**src/rtl/caf_pkg.sv**
```systemverilog
// shared constants, types and tables of the complementary attitude filter
`timescale 1ns / 1ps
package caf_pkg;

  localparam int CORDIC_STEPS_DEF = 16;
  localparam int SAMPLE_WIDTH_DEF = 16;
  localparam int QUEUE_DEPTH      = 2;

  localparam int CORD_W     = 36;  // cordic x and y datapath
  localparam int Z_W        = 27;  // angle accumulator, lsb 2^-16 degree
  localparam int TILT_W     = 18;  // rounded cordic angle, lsb 1/128 degree
  localparam int ANG_W      = 16;  // stored angle
  localparam int WEIGHT_W   = 17;
  localparam int OUT_DATA_W = 64;
  localparam int USER_W     = 2;

  localparam logic [WEIGHT_W-1:0] WEIGHT_RESET = 17'd64225;
  localparam logic [WEIGHT_W-1:0] WEIGHT_ONE   = 17'd65536;

  localparam logic signed [Z_W-1:0]    Z_HALF      = 27'sd11796480;
  localparam logic signed [TILT_W-1:0] ANG_HALF    = 18'sd23040;
  localparam logic signed [TILT_W-1:0] ANG_QUARTER = 18'sd11520;
  localparam logic signed [TILT_W-1:0] ANG_FULL    = 18'sd46080;

  // item kind, also the status code of the result
  typedef enum logic [1:0] {
    KIND_FUSE   = 2'd0,
    KIND_SEED   = 2'd1,
    KIND_REJECT = 2'd2
  } kind_e;

  // atan(2^-i) in degrees, lsb 2^-16 degree
  function automatic logic signed [Z_W-1:0] atan_step(input logic [4:0] idx);
    logic signed [Z_W-1:0] r;
    unique case (idx)
      5'd0:    r = 27'sd2949120;
      5'd1:    r = 27'sd1740967;
      5'd2:    r = 27'sd919879;
      5'd3:    r = 27'sd466945;
      5'd4:    r = 27'sd234379;
      5'd5:    r = 27'sd117304;
      5'd6:    r = 27'sd58666;
      5'd7:    r = 27'sd29335;
      5'd8:    r = 27'sd14668;
      5'd9:    r = 27'sd7334;
      5'd10:   r = 27'sd3667;
      5'd11:   r = 27'sd1833;
      5'd12:   r = 27'sd917;
      5'd13:   r = 27'sd458;
      5'd14:   r = 27'sd229;
      5'd15:   r = 27'sd115;
      5'd16:   r = 27'sd57;
      5'd17:   r = 27'sd29;
      5'd18:   r = 27'sd14;
      5'd19:   r = 27'sd7;
      5'd20:   r = 27'sd4;
      5'd21:   r = 27'sd2;
      5'd22:   r = 27'sd1;
      default: r = '0;
    endcase
    return r;
  endfunction

endpackage

```
**src/rtl/caf_front.sv**
```systemverilog
// input side: takes sample beats and tags each with its kind
`timescale 1ns / 1ps
module caf_front import caf_pkg::*; #(
  parameter int SampleW = SAMPLE_WIDTH_DEF
) (
  input  logic                                  clk_i,
  input  logic                                  rst_ni,
  input  logic                                  s_axis_tvalid,
  output logic                                  s_axis_tready,
  input  logic [((5*SampleW+16+7)/8)*8-1:0]     s_axis_tdata,
  output logic                                  push_o,
  output logic [5*SampleW+17:0]                 push_data_o,
  input  logic                                  full_i
);

  localparam int FieldW = 5 * SampleW + 16;

  logic        seeded_q;
  logic [15:0] step_us;
  kind_e       kind;

  assign step_us = s_axis_tdata[FieldW-1 -: 16];

  always_comb begin
    priority if (step_us == '0) begin
      kind = KIND_REJECT;
    end else if (seeded_q) begin
      kind = KIND_FUSE;
    end else begin
      kind = KIND_SEED;
    end
  end

  assign s_axis_tready = !full_i;
  assign push_o        = s_axis_tvalid && !full_i;
  assign push_data_o   = {s_axis_tdata[FieldW-1:0], kind};

  // first sample with a nonzero step seeds the filter
  always_ff @(posedge clk_i or negedge rst_ni) begin
    if (!rst_ni) begin
      seeded_q <= 1'b0;
    end else if (push_o && (kind == KIND_SEED)) begin
      seeded_q <= 1'b1;
    end
  end

endmodule

```
**config.mk**
```make
export PLATFORM = sky130hd
export DESIGN_NAME = caf_front
export DESIGN_NICKNAME = d
export VERILOG_FILES = /design/src/rtl/caf_pkg.sv /design/src/rtl/caf_front.sv
export SDC_FILE = /design/constraint.sdc
export NUM_CORES = 1
export LEC_CHECK = 0
export BUFFER_PORTS_ARGS = -buffer_cell sky130_fd_sc_hd__buf_2
export CORE_AREA = 2 2 78 80
export DETAILED_ROUTE_END_ITERATION = 10
export DIE_AREA = 0 0 80 82
export GPL_TIMING_DRIVEN = 0
export MAX_ROUTING_LAYER = met4
export PLACE_DENSITY = 0.57
export SYNTH_ARGS = -nofsm -noshare
export SYNTH_HDL_FRONTEND = slang
export SYNTH_SLANG_ARGS = --single-unit
```
**constraint.sdc**
```tcl
create_clock -name clk_i -period 0.8 [get_ports clk_i]
set_clock_uncertainty 0.1 [all_clocks]
set_input_delay 0.04 -clock clk_i [delete_from_list [all_inputs] [get_ports clk_i]]
set_output_delay 0.04 -clock clk_i [all_outputs]
set_load 0.01 [all_outputs]
```
==> results.cfg, run 1 <==
[die]
die_area_sq_mm = 0.00656
initial_utilization_pct = 14.4
boundaryPins = 200
fp-row-count = 28
die_h_microns = 82
coreArea_sq_mm = 0.00575
die_w_microns = 80

[clock_network]
cts_setup_buffers = 0
clock_latency_ps = 0

[global_route]
gr-usage-all-layers_pct = 5.38
grt_pass1_vias = 720
antenna_found_initial = 0
grt-ovfl-total = 0
grt_max_degree = 3
grt_pass1_wl_mm = 2.88

[synth]
synth_compound_area_share_pct = 0.908
netlist.area_leader.share_pct = 87.1
synth_mux_area_share_pct = 0
syn_inst = 107
yosys_register_bits = 1
synth-simple-area-share_pct = 8.02
yosysSeqAreaShare_pct = 3.03
synth.net_count = 207
synth_top_family_by_area = buffers and inverters
syn_area_sq_um = 827
avgSynthCellArea_sq_um = 7.73
yosys.area.top_type = buf_4
synth_area_leaders = buf_4, nor4_2, dfrtp_1, a21o_1, inv_1
synthXorXnorAreaFrac_pct = 0
synth_warnings = 0
synth_cell_types = 8
yosys.area_share.adder_pct = 0

[sta]
worst_pin_slew_ps = 225
slew_headroom_pct = 84.9
drv_slew = 0
period_needed_ps = 1020
hold_viol_final = 0
rsz0062_at_grt = yes
fmax_mhz = 977
holdWs_ps = 163
finalCritPeriodShare_pct = 128
tns_ps = -627
worst_slack_ps = -223
setup_violations = 3

[detailed_routing]
wl_met3_microns = 416
via_count = 974
avgRoutedWirePerCell_microns = 8.06
top_layer = met3
wl_met2_mm = 1.37
wl_mm = 2.43
firstDrtPassIters = 2
drtIter0Drc = 3
ant_nets = 0
wl_met1_microns = 650
drc = 0
viasPerCell = 3.23

[worst_setup_path]
reg2reg_from = seeded_q$_DFFE_PN0P_
start_kind = input port
crit_fanout = 2
startpoint = s_axis_tdata[92]
arrival_ps = 880
end_kind = output port
cp.required_ps = 660
crit_type = in2out

[power]
power.switching_w = 0.000308
p_int_w = 0.000561
p_sw_share_pct = 35.5
power_density_mw_per_mm2 = 558
power.share.clock_pct = 0
power_frac_comb_pct = 94.1
p_seq_share_pct = 5.9
p_leak_nw = 0.981
power.total_w = 0.000869
vdd.ir_drop.worst_mv = 0.202

[final_layout]
syn2layout_area_growth_pct = 88.2
fin_nets = 329
drive_above_1_share_pct = 96.5
largest_register = seeded_q
reg_top3 = seeded_q x1
largest_register_ffs = 1
antennaDiodeCount = 0

[placement]
place_hpwl_mm = 2.37
portBuffers = 119
place_congestion = 0.665
post-place-ws_ps = -400

[min_path]
min_path_type = in2out
min_from = s_axis_tdata[7]

[run_status]
violations = setup timing
status = complete, but fails checks

[job]
drv_cap = 0
[area by class of cell]
class	count	area, sq um
fillers	635	4190
inverters	2	7.51
flip-flops and latches	1	25.0
multi-input cells	8	91.3
plain buffers	96	721
well taps	75	93.8
repair buffers	120	618
[routing by layer]
layer,up-vias,global-route usage (%)
met2,105,11.8
met1,395,5.34
met5,-,-
met3,0,0.549
li1,474,-
met4,0,0
[cell usage in the layout, fill, tap and decap left out, drive strengths merged]
master,synthesis,final
nor2b,1,1
dlygate4sd3,0,1
nand4,1,1
a21o,1,1
buf,96,215
nor4,4,4
dfrtp,1,1
inv,2,2
nor2,1,1
[cell families after synthesis]
logic type / Yosys count
buf+inv: 98
flops: 1
compound gates: 1
simple gates: 7
[path summary, 6_finish.rpt]
check / endpoint / slack [ps] / cells after the start
min in group asynchronous: seeded_q$_DFFE_PN0P_ / 270 / 2
max in group asynchronous: seeded_q$_DFFE_PN0P_ / 250 / 2
hold reg to reg: seeded_q$_DFFE_PN0P_ / 340 / 1
hold / removal: push_data_o[9] / 160 / 2
setup / recovery: push_data_o[0] / -220 / 6
setup reg to reg: seeded_q$_DFFE_PN0P_ / 80 / 1
[worst max-delay path: stages]
cell and delay (ps):
buf_2 120, nor4_4 270, nand4_1 170, inv_1 100, nor2_1 40, buf_2 130
[metrics by stage]
step	instances	instance area [sq um]	utilization (%)
after floorplan	107	827	-
after global placement	301	1520	26.4
after detailed placement	301	1520	26.4
after CTS	302	1560	27.1
after global routing	302	1560	27.1
final	302	1560	27.1
[power by group through the flow]
stage               registers (W)  clock network [W]  logic, W
floorplan               0.0000515                  0  0.000507
global placement        0.0000515                  0  0.000802
detailed placement      0.0000515                  0  0.000809
CTS                     0.0000515                  0  0.000831
global route            0.0000515                  0  0.000886
finish                  0.0000515                  0  0.000818
[timing repair]
item	in CTS	in global routing
gates resized for setup	5	0
setup endpoints to repair	3	3
hold buffers	1	0
pin swaps	3	3
hold endpoints to repair	1	0
[synth_stat cells]
library cell,instances
a21o_1,1
buf_4,96
dfrtp_1,1
inv_1,2
nand4_1,1
nor2_1,1
nor2b_1,1
nor4_2,4
Power figures use the tool's default switching activity.
==> inputs of run 2 (changes only) <==
- RECOVER_POWER: default -> 50
==> results.cfg, run 2 (synthesized netlist as in run 1, its figures left out) <==
[run_status]
status = complete, but fails checks
violations = setup timing

[sta]
drv_slew = 0
hold_viol_final = 0
slew_headroom_pct = 84.9
setup_violations = 3
worst_pin_slew_ps = 225
rsz0062_at_grt = yes
worst_slack_ps = -223
tns_ps = -627
finalCritPeriodShare_pct = 128
fmax_mhz = 977
period_needed_ps = 1020

[detailed_routing]
wl_mm = 2.46
via_count = 974
drtIter0Drc = 3
viasPerCell = 3.23
firstDrtPassIters = 2
drc = 0
ant_nets = 0
avgRoutedWirePerCell_microns = 8.14

[die]
initial_utilization_pct = 14.4
die_h_microns = 82
fp-row-count = 28
die_area_sq_mm = 0.00656
boundaryPins = 200
die_w_microns = 80
coreArea_sq_mm = 0.00575

[worst_setup_path]
end_kind = output port
crit_type = in2out
worst_path_most_repeated_cell = buf_2
cp.required_ps = 660
start_kind = input port
critical_path.max_stage_delay_ps = 270
arrival_ps = 880
worstPathCellList = buf_2 > nor4_4 > nand4_1 > inv_1 > nor2_1 > buf_2
worst-path-buf-inv = 3
crit_slowest_cell = nor4_4
critical_path.top_delay_family = simple AND/OR/NAND/NOR gates
crit_fanout = 2

[power]
power.total_w = 0.000839
p_leak_nw = 0.846
vdd.ir_drop.worst_mv = 0.193
power_density_mw_per_mm2 = 561

[clock_network]
clock_latency_ps = 0
cts_setup_buffers = 0

[global_route]
antenna_found_initial = 0
grt_pass1_wl_mm = 2.88
grt_max_degree = 3
grt_pass1_vias = 720
gr-usage-all-layers_pct = 5.38
grt-ovfl-total = 0

[job]
drv_cap = 0

[final_layout]
reg_top3 = seeded_q x1
fin_cells = 302
syn2layout_area_growth_pct = 80.8
largest_register_ffs = 1
finalCoreUtilization_pct = 26.0
antennaDiodeCount = 0
fin_nets = 329
final_common_cell = buf_4
largest_register = seeded_q
mostFrequentLayoutCells = buf_4, buf_2, clkbuf_1
drive_above_1_share_pct = 74.9

[placement]
dp.cells = 301
portBuffers = 119
place_congestion = 0.665
place_hpwl_mm = 2.37

[min_path]
min_path_type = in2out
[run 2: area by class of cell]
class	instances	area, sq um
Buffer	96	721
Fill cell	663	4250
Timing Repair Buffer	120	557
Sequential cell	1	25.0
Multi-Input combinational cell	8	91.3
Tap cell	75	93.8
Inverter	2	7.51
[run 2: where the power goes]
part / total [W] / leakage (nW) / switching, W / internal [W]
logic: 0.000788 / 0.837 / 0.000313 / 0.000475
registers: 0.0000515 / 0.00875 / 0.0000000000459 / 0.0000515
clock network: 0 / 0 / 0 / 0
total: 0.000839 / 0.846 / 0.000313 / 0.000527
[run 2: what timing repair did]
action,CTS,global route
endpoints found under the hold margin,1,0
endpoints found under the setup margin,3,3
hold buffers,1,0
resized for setup,5,0
pin swaps,3,3
[run 2: routing by layer]
metal  part of all wire [%]  vias to the layer above  global-route usage (%)  wire, microns
met4                      0                        0                       0              0
met3                     18                        0                   0.549            438
met2                     56                      105                    11.8           1360
li1                       -                      474                       -              -
met5                      0                        -                       -              0
met1                     27                      395                    5.34            654
[run 2: per-stage QoR]
step	worst slack (ps)	hold WS, ps	cell area [sq um]
3_3_place_gp	-371	-284	1520
5_1_grt	-331	177	1500
2_1_floorplan	13.3	-356	827
6_report	-223	163	1500
4_1_cts	-318	164	1560
3_5_place_dp	-400	-283	1520
[run 2: final timing paths]
check | startpoint | to | slack, ps | cells past startpoint
worst min register to register | seeded_q$_DFFE_PN0P_ | seeded_q$_DFFE_PN0P_ | 340 | 1
max in group asynchronous | rst_ni | seeded_q$_DFFE_PN0P_ | 250 | 2
worst max-delay path | s_axis_tdata[92] | push_data_o[0] | -220 | 6
worst min-delay path | s_axis_tdata[7] | push_data_o[9] | 160 | 2
min in group asynchronous | rst_ni | seeded_q$_DFFE_PN0P_ | 270 | 2
worst max register to register | seeded_q$_DFFE_PN0P_ | seeded_q$_DFFE_PN0P_ | 80 | 1
