**src/rtl/caf_pkg.sv**
```systemverilog
// shared constants, types and tables of the complementary attitude filter
`timescale 1ns / 1ps
package caf_pkg;

  localparam int CORDIC_STEPS_DEF = 16;
  localparam int SAMPLE_WIDTH_DEF = 16;
  localparam int QUEUE_DEPTH      = 2;

  localparam int CORD_W     = 36;  // cordic x and y datapath
  localparam int Z_W        = 27;  // angle accumulator, lsb 2^-16 degree
  localparam int TILT_W     = 18;  // rounded cordic angle, lsb 1/128 degree
  localparam int ANG_W      = 16;  // stored angle
  localparam int WEIGHT_W   = 17;
  localparam int OUT_DATA_W = 64;
  localparam int USER_W     = 2;

  localparam logic [WEIGHT_W-1:0] WEIGHT_RESET = 17'd64225;
  localparam logic [WEIGHT_W-1:0] WEIGHT_ONE   = 17'd65536;

  localparam logic signed [Z_W-1:0]    Z_HALF      = 27'sd11796480;
  localparam logic signed [TILT_W-1:0] ANG_HALF    = 18'sd23040;
  localparam logic signed [TILT_W-1:0] ANG_QUARTER = 18'sd11520;
  localparam logic signed [TILT_W-1:0] ANG_FULL    = 18'sd46080;

  // item kind, also the status code of the result
  typedef enum logic [1:0] {
    KIND_FUSE   = 2'd0,
    KIND_SEED   = 2'd1,
    KIND_REJECT = 2'd2
  } kind_e;

  // atan(2^-i) in degrees, lsb 2^-16 degree
  function automatic logic signed [Z_W-1:0] atan_step(input logic [4:0] idx);
    logic signed [Z_W-1:0] r;
    unique case (idx)
      5'd0:    r = 27'sd2949120;
      5'd1:    r = 27'sd1740967;
      5'd2:    r = 27'sd919879;
      5'd3:    r = 27'sd466945;
      5'd4:    r = 27'sd234379;
      5'd5:    r = 27'sd117304;
      5'd6:    r = 27'sd58666;
      5'd7:    r = 27'sd29335;
      5'd8:    r = 27'sd14668;
      5'd9:    r = 27'sd7334;
      5'd10:   r = 27'sd3667;
      5'd11:   r = 27'sd1833;
      5'd12:   r = 27'sd917;
      5'd13:   r = 27'sd458;
      5'd14:   r = 27'sd229;
      5'd15:   r = 27'sd115;
      5'd16:   r = 27'sd57;
      5'd17:   r = 27'sd29;
      5'd18:   r = 27'sd14;
      5'd19:   r = 27'sd7;
      5'd20:   r = 27'sd4;
      5'd21:   r = 27'sd2;
      5'd22:   r = 27'sd1;
      default: r = '0;
    endcase
    return r;
  endfunction

endpackage

```
**src/rtl/caf_fifo.sv**
```systemverilog
// small item queue between the front and the back of the filter
`timescale 1ns / 1ps
module caf_fifo import caf_pkg::*; #(
  parameter int Width = 8,
  parameter int Depth = QUEUE_DEPTH
) (
  input  logic             clk_i,
  input  logic             rst_ni,
  input  logic             push_i,
  input  logic [Width-1:0] push_data_i,
  output logic             full_o,
  input  logic             pop_i,
  output logic             valid_o,
  output logic [Width-1:0] data_o
);

  localparam int PtrW = (Depth > 1) ? $clog2(Depth) : 1;
  localparam int CntW = $clog2(Depth + 1);

  logic [Width-1:0] mem_q [Depth];
  logic [PtrW-1:0]  wr_ptr_q, rd_ptr_q;
  logic [CntW-1:0]  cnt_q;

  assign full_o  = (cnt_q == CntW'(Depth));
  assign valid_o = (cnt_q != '0);
  assign data_o  = mem_q[rd_ptr_q];

  always_ff @(posedge clk_i or negedge rst_ni) begin
    if (!rst_ni) begin
      wr_ptr_q <= '0;
      rd_ptr_q <= '0;
      cnt_q    <= '0;
    end else begin
      if (push_i) begin
        wr_ptr_q <= (wr_ptr_q == PtrW'(Depth - 1)) ? '0 : wr_ptr_q + 1'b1;
      end
      if (pop_i) begin
        rd_ptr_q <= (rd_ptr_q == PtrW'(Depth - 1)) ? '0 : rd_ptr_q + 1'b1;
      end
      if (push_i && !pop_i) begin
        cnt_q <= cnt_q + 1'b1;
      end else if (pop_i && !push_i) begin
        cnt_q <= cnt_q - 1'b1;
      end
    end
  end

  always_ff @(posedge clk_i) begin
    if (push_i) begin
      mem_q[wr_ptr_q] <= push_data_i;
    end
  end

endmodule

```
**config.mk**
```make
export PLATFORM = sky130hd
export DESIGN_NAME = caf_fifo
export DESIGN_NICKNAME = d
export VERILOG_FILES = /design/src/rtl/caf_pkg.sv /design/src/rtl/caf_fifo.sv
export SDC_FILE = /design/constraint.sdc
export NUM_CORES = 1
export LEC_CHECK = 0
export ABC_AREA = 1
export BUFFER_PORTS_ARGS = -buffer_cell sky130_fd_sc_hd__buf_2
export CAP_MARGIN = 20
export CORE_MARGIN = 2
export CORE_UTILIZATION = 49
export CTS_CLUSTER_DIAMETER = 40
export DETAILED_ROUTE_END_ITERATION = 8
export PLACE_DENSITY = 0.82
export SYNTH_ARGS = -nofsm -noshare
export SYNTH_HDL_FRONTEND = slang
export SYNTH_SLANG_ARGS = --single-unit
export TNS_END_PERCENT = 50
```
**constraint.sdc**
```tcl
create_clock -name clk_i -period 1.5 [get_ports clk_i]
set_input_delay 0.3 -clock clk_i [delete_from_list [all_inputs] [get_ports clk_i]]
set_output_delay 0.3 -clock clk_i [all_outputs]
set_load 0.05 [all_outputs]
```
==> results.json, run 1 <==
{
  "run_status": "complete, but fails checks",
  "violations": "setup timing",
  "antenna_cells_inserted": 0,
  "wire_length_of_the_first_global_routing_pass_mm": 2.02,
  "cts_tree": "done",
  "rsz0062_at_grt": "yes",
  "post_synth_inst_count": 50,
  "postSynthNetCount": 63,
  "timing.critical_path.buf_inv": 2,
  "drt_first_iter_violations": 14,
  "timing.fmax_ghz": 0.625,
  "cts_htree_levels": 1,
  "io_buffer_count": 21,
  "ratio_of_total_power_to_cell_area_nw_per_um2": 2130,
  "num-fill-cells": 113,
  "p_total_mw": 2.27,
  "yosysWarnings": 0,
  "grt-ovfl-total": 0,
  "worst_slew_margin_rel_pct": 77.7,
  "floorplan.rows": 14,
  "critical_path.max_fanout": 5,
  "synth_top_area_cell": "sky130_fd_sc_hd__edfxtp_1",
  "maximum_number_of_pins_on_one_net_before_global_route_repair": 12,
  "pin_count": 22,
  "ir_worst_vdd_uv": 1080,
  "static-leakage-power_nw": 0.485,
  "dr_total_vias": 474,
  "clk_slew_on_worst_s_h_paths_ns": 0.11,
  "period_needed_ns": 1.60,
  "synth-seq-area-share_pct": 70.9,
  "netlist.area_leader.share_pct": 58.7,
  "timing.final.crit_share_pct": 107,
  "effective_utilization_at_floorplan_pct": 53.1,
  "core_area_sq_um": 1540,
  "cell_by_cell_trace_of_the_critical_path": "buf_6, mux2_4, buf_8",
  "worstSetupStartpointType": "flip-flop",
  "drv_cap": 0,
  "timing.critical_path.arrival_ns": 1.30,
  "grt_pass1_vias": 485,
  "worst_skew_pair_later_pin_latency_ns": 0.29,
  "drt-vias-per-instance": 4.99,
  "synth_area_leaders": "sky130_fd_sc_hd__edfxtp_1 59%, sky130_fd_sc_hd__mux2_4 15%, sky130_fd_sc_hd__dfrtp_1 12%, sky130_fd_sc_hd__inv_1 3.2%, sky130_fd_sc_hd__nand2_1 2.8%",
  "chipWidth_um": 44.9,
  "drcViolationCount": 0,
  "floorplan.die_area_sq_um": 2010,
  "ctsRootBufferMaster": "sky130_fd_sc_hd__clkbuf_4",
  "drt.antenna.violating_nets": 0,
  "timing.final.max_slew_violations": 0,
  "setup_violations": 8,
  "gp_routability_congestion": 0.756,
  "floorplan.die.height_um": 44.9,
  "first_pass_iters": 3,
  "groute.usage.overall_pct": 14.8,
  "skew_ns": 0.00563,
  "post_route_cells_drive_above_1_share_pct": 45.6,
  "kind_of_path_behind_the_tightest_hold_check": "in2reg",
  "totalNegativeSetupSlack_ns": -0.746,
  "detail_route.wl_per_cell_um": 13.1,
  "clockBufferDepth": 2,
  "report.final.hold_viol_count": 0,
  "number_of_antenna_violations_at_the_first_check_in_global_routing": 0,
  "timing_worst_setup_path_type": "reg2out",
  "synthDistinctLibCells": 12,
  "flow.area_growth_from_synthesis_pct": 30.0,
  "numCtsBuffers": 3,
  "timing.critical_path.to_type": "output port",
  "tightestPinTransition_ns": 0.334,
  "synth.avg_cell_area_sq_um": 16.4,
  "largest_delay_contributor_family_on_the_critical_path": "flip-flops",
  "postSynthRegisterBits": 20,
  "netlist_area_sq_um": 818,
  "final_net_count": 93,
  "route.final.wire_length_mm": 1.25,
  "critPathRequiredTime_ns": 1.20,
  "setup_slack_ns": -0.100,
  "hold_slack_ns": 0.186,
  "worst_path_max_delay_cell": "sky130_fd_sc_hd__dfrtp_1",
  "cpPeakStageDelay_ns": 0.41,
  "tritoncts_num_sinks": 20
}
[layer usage]
metal | share of wire (%) | global-route usage [%] | vias up
li1 | - | - | 229
met1 | 45 | 16.2 | 228
met2 | 49 | 25.2 | 17
met3 | 6.1 | 6.40 | 0
met4 | 0 | 5.88 | 0
met5 | 0 | 0 | -
[power breakdown]
group	leakage (nW)	internal, mW	switching (mW)
Combinational	0.273	0.498	0.694
Sequential	0.197	0.753	0.0664
Clock	0.0150	0.103	0.153
Total	0.485	1.35	0.914
[stage by stage]
step           worst slack, ns  util, %  cells  area (sq um)
2_1_floorplan            0.137        -     50           818
3_3_place_gp             0.186     61.9     89           955
6_report                -0.100     69.0     95          1060
4_1_cts                 -0.104     68.5     94          1060
5_1_grt                 -0.154     69.0     95          1060
3_5_place_dp             0.176     61.9     89           955
[final timing paths]
path	start	to	slack (ns)	cells past startpoint
min in group asynchronous	rst_ni	cnt_q[0]	0.32	2
min	push_data_i[1]	mem_q[0][1]	0.19	1
max reg2reg	wr_ptr_q	mem_q[1][5]	0.46	2
min reg2reg	cnt_q[1]	cnt_q[1]	0.49	2
max	rd_ptr_q	data_o[5]	-0.10	3
max in group asynchronous	rst_ni	cnt_q[1]	1.06	2
[synth_stat cells (all sizes together)]
library cell / instances
xor2: 2
nand2: 6
nand4: 1
dfrtp: 4
inv: 7
nand3: 1
mux2: 8
xnor2: 1
buf: 1
nor2: 2
edfxtp: 16
ha: 1
[repair_timing]
action	CTS	global route
gates cloned	0	0
endpoints found under the hold margin	4	0
buffers inserted	0	1
hold buffers	1	0
resized for setup	20	0
setup endpoints to repair	8	8
[layout make-up]
type	instances	area [sq um]	share of cell area, %
Inverter	7	26.3	2.47
Timing Repair Buffer	26	210	19.8
Multi-Input combinational cell	22	200	18.8
Clock buffer	4	26.3	2.47
Sequential cell	20	581	54.6
Tap cell	16	20.0	1.88
[kinds of logic (layout without fill, tap and decap cells)]
family / count (synthesis) / count (layout) / share of synthesized area (%)
simple gates: 10 / 10 / 5.05
fa+ha+maj: 1 / 1 / 1.53
flops: 20 / 20 / 70.9
mux: 8 / 8 / 14.7
buf+inv: 8 / 37 / 4.59
xor+xnor: 3 / 3 / 3.21
[cells in the final DEF, fill, tap and decap left out, drive strengths merged]
cell type / instances
nor2: 2
ha: 1
xnor2: 1
nand3: 1
clkbuf: 4
nand4: 1
edfxtp: 16
mux2: 8
dfrtp: 4
xor2: 2
inv: 7
dlygate4sd3: 1
buf: 25
nand2: 6
[registers in the layout, summed over array words and instances, names as in the netlist]
signal	count
mem_q	16
rd_ptr_q	1
wr_ptr_q	1
cnt_q	2
Power figures use the tool's default switching activity.
==> run 2: changes to the inputs <==
Settings changed: SKIP_CTS_REPAIR_TIMING set to 1.
==> results.json, run 2 (synthesis gave the netlist of run 1 again) <==
{
  "skew_ns": 0.00526,
  "clockBufferDepth": 2,
  "floorplan.die.height_um": 44.9,
  "timing.fmax_ghz": 0.627,
  "post_route_cells_drive_above_1_share_pct": 44.9,
  "dr_total_vias": 475,
  "timing.final.crit_share_pct": 106,
  "critical_path.startpoint": "rd_ptr_q",
  "grt_pass1_vias": 486,
  "maximum_number_of_pins_on_one_net_before_global_route_repair": 12,
  "clk_slew_on_worst_s_h_paths_ns": 0.11,
  "largest_registers": "mem_q x16, cnt_q x2",
  "ratio_of_total_power_to_cell_area_nw_per_um2": 2120,
  "drcViolationCount": 0,
  "flow.area_growth_from_synthesis_pct": 28.1,
  "core_area_sq_um": 1540,
  "pin_count": 22,
  "worst_skew_pair_later_pin_latency_ns": 0.29,
  "kind_of_path_behind_the_tightest_hold_check": "in2reg",
  "drt-vias-per-instance": 5.05,
  "ctsRootBufferMaster": "sky130_fd_sc_hd__clkbuf_4",
  "mostFrequentLayoutCells": "16 x sky130_fd_sc_hd__edfxtp_1, 13 x sky130_fd_sc_hd__buf_2, 10 x sky130_fd_sc_hd__buf_6",
  "drt.antenna.violating_nets": 0,
  "critical_path.max_fanout": 5,
  "wire_length_of_the_first_global_routing_pass_mm": 1.99,
  "setup_slack_ns": -0.0958,
  "violations": "setup timing",
  "io_buffer_count": 21,
  "grt-ovfl-total": 0,
  "tightestPinTransition_ns": 0.333,
  "critPathRequiredTime_ns": 1.20,
  "static-leakage-power_nw": 0.477,
  "period_needed_ns": 1.60,
  "effective_utilization_at_floorplan_pct": 53.1,
  "chipWidth_um": 44.9,
  "timing.critical_path.to_type": "output port",
  "gp_routability_congestion": 0.756,
  "floorplan.rows": 14,
  "drv_cap": 0,
  "number_of_antenna_violations_at_the_first_check_in_global_routing": 0,
  "hold_slack_ns": 0.187,
  "flip_flop_count_of_the_largest_register_all_copies_and_words_added": 16,
  "timing.critical_path.arrival_ns": 1.30,
  "groute.usage.overall_pct": 14.5,
  "route.final.wire_length_mm": 1.22,
  "top_register": "mem_q",
  "placedInstanceArea_sq_um": 955,
  "detail_route.wl_per_cell_um": 13.0,
  "cts_tree": "done",
  "numCtsBuffers": 3,
  "layout_commonest_cell": "sky130_fd_sc_hd__edfxtp_1",
  "first_pass_iters": 4,
  "worst_slew_margin_rel_pct": 77.8,
  "timing.final.max_slew_violations": 0,
  "ir_worst_vdd_uv": 1080,
  "timing_worst_setup_path_type": "reg2out",
  "final_cell_area_sq_um": 1050,
  "rsz0062_at_grt": "yes",
  "antenna_cells_inserted": 0,
  "drt_first_iter_violations": 14,
  "reg_to_reg_critical_path_startpoint": "wr_ptr_q",
  "floorplan.die_area_sq_um": 2010,
  "tritoncts_num_sinks": 20,
  "min-delay-start": "push_data_i[1]",
  "setup_violations": 8,
  "final_net_count": 92,
  "cts_htree_levels": 1,
  "worstSetupStartpointType": "flip-flop",
  "run_status": "complete, but fails checks",
  "report.final.hold_viol_count": 0
}
[run 2: cell type report]
cell class | count | area (sq um)
tap | 16 | 20.0
inverter | 7 | 26.3
fill | 114 | 493
timing repair buffer | 25 | 195
multi-input combinational | 22 | 200
clock buffer | 4 | 26.3
sequential | 20 | 581
[run 2: stage by stage]
stage	setup TNS, ns	total power, mW	std cells	utilization, %	setup slack [ns]
2_1_floorplan	0	1.63	50	-	0.137
3_5_place_dp	0	1.83	89	61.9	0.176
6_report	-0.727	2.22	94	68.0	-0.0958
5_1_grt	-1.16	2.34	94	68.0	-0.154
3_3_place_gp	0	1.80	89	61.9	0.186
4_1_cts	-1.19	2.08	93	63.6	-0.153
[run 2: layer usage]
metal | track usage, % | vias up | wire length (um)
li1 | - | 227 | -
met1 | 16.5 | 233 | 545
met2 | 24.3 | 15 | 607
met3 | 6.00 | 0 | 67
met4 | 5.88 | 0 | 0
met5 | 0 | - | 0
[run 2: where the power goes]
part	switching, mW	internal (mW)	total [mW]
combinational	0.682	0.464	1.15
sequential	0.0666	0.753	0.820
clock	0.152	0.103	0.256
total	0.901	1.32	2.22
[run 2: critical path, cell delays in order (launching register included)]
cell,delay (ns)
sky130_fd_sc_hd__dfrtp_1,0.41
sky130_fd_sc_hd__buf_6,0.14
sky130_fd_sc_hd__mux2_4,0.30
sky130_fd_sc_hd__buf_6,0.15
[run 2: final timing paths]
path	endpoint	slack, ns	cells past startpoint
worst min register to register	cnt_q[1]	0.49	2
worst max register to register	mem_q[1][5]	0.46	2
worst max-delay path	data_o[4]	-0.1	3
min in group asynchronous	cnt_q[0]	0.32	2
max in group asynchronous	cnt_q[1]	1.06	2
worst min-delay path	mem_q[0][1]	0.19	1
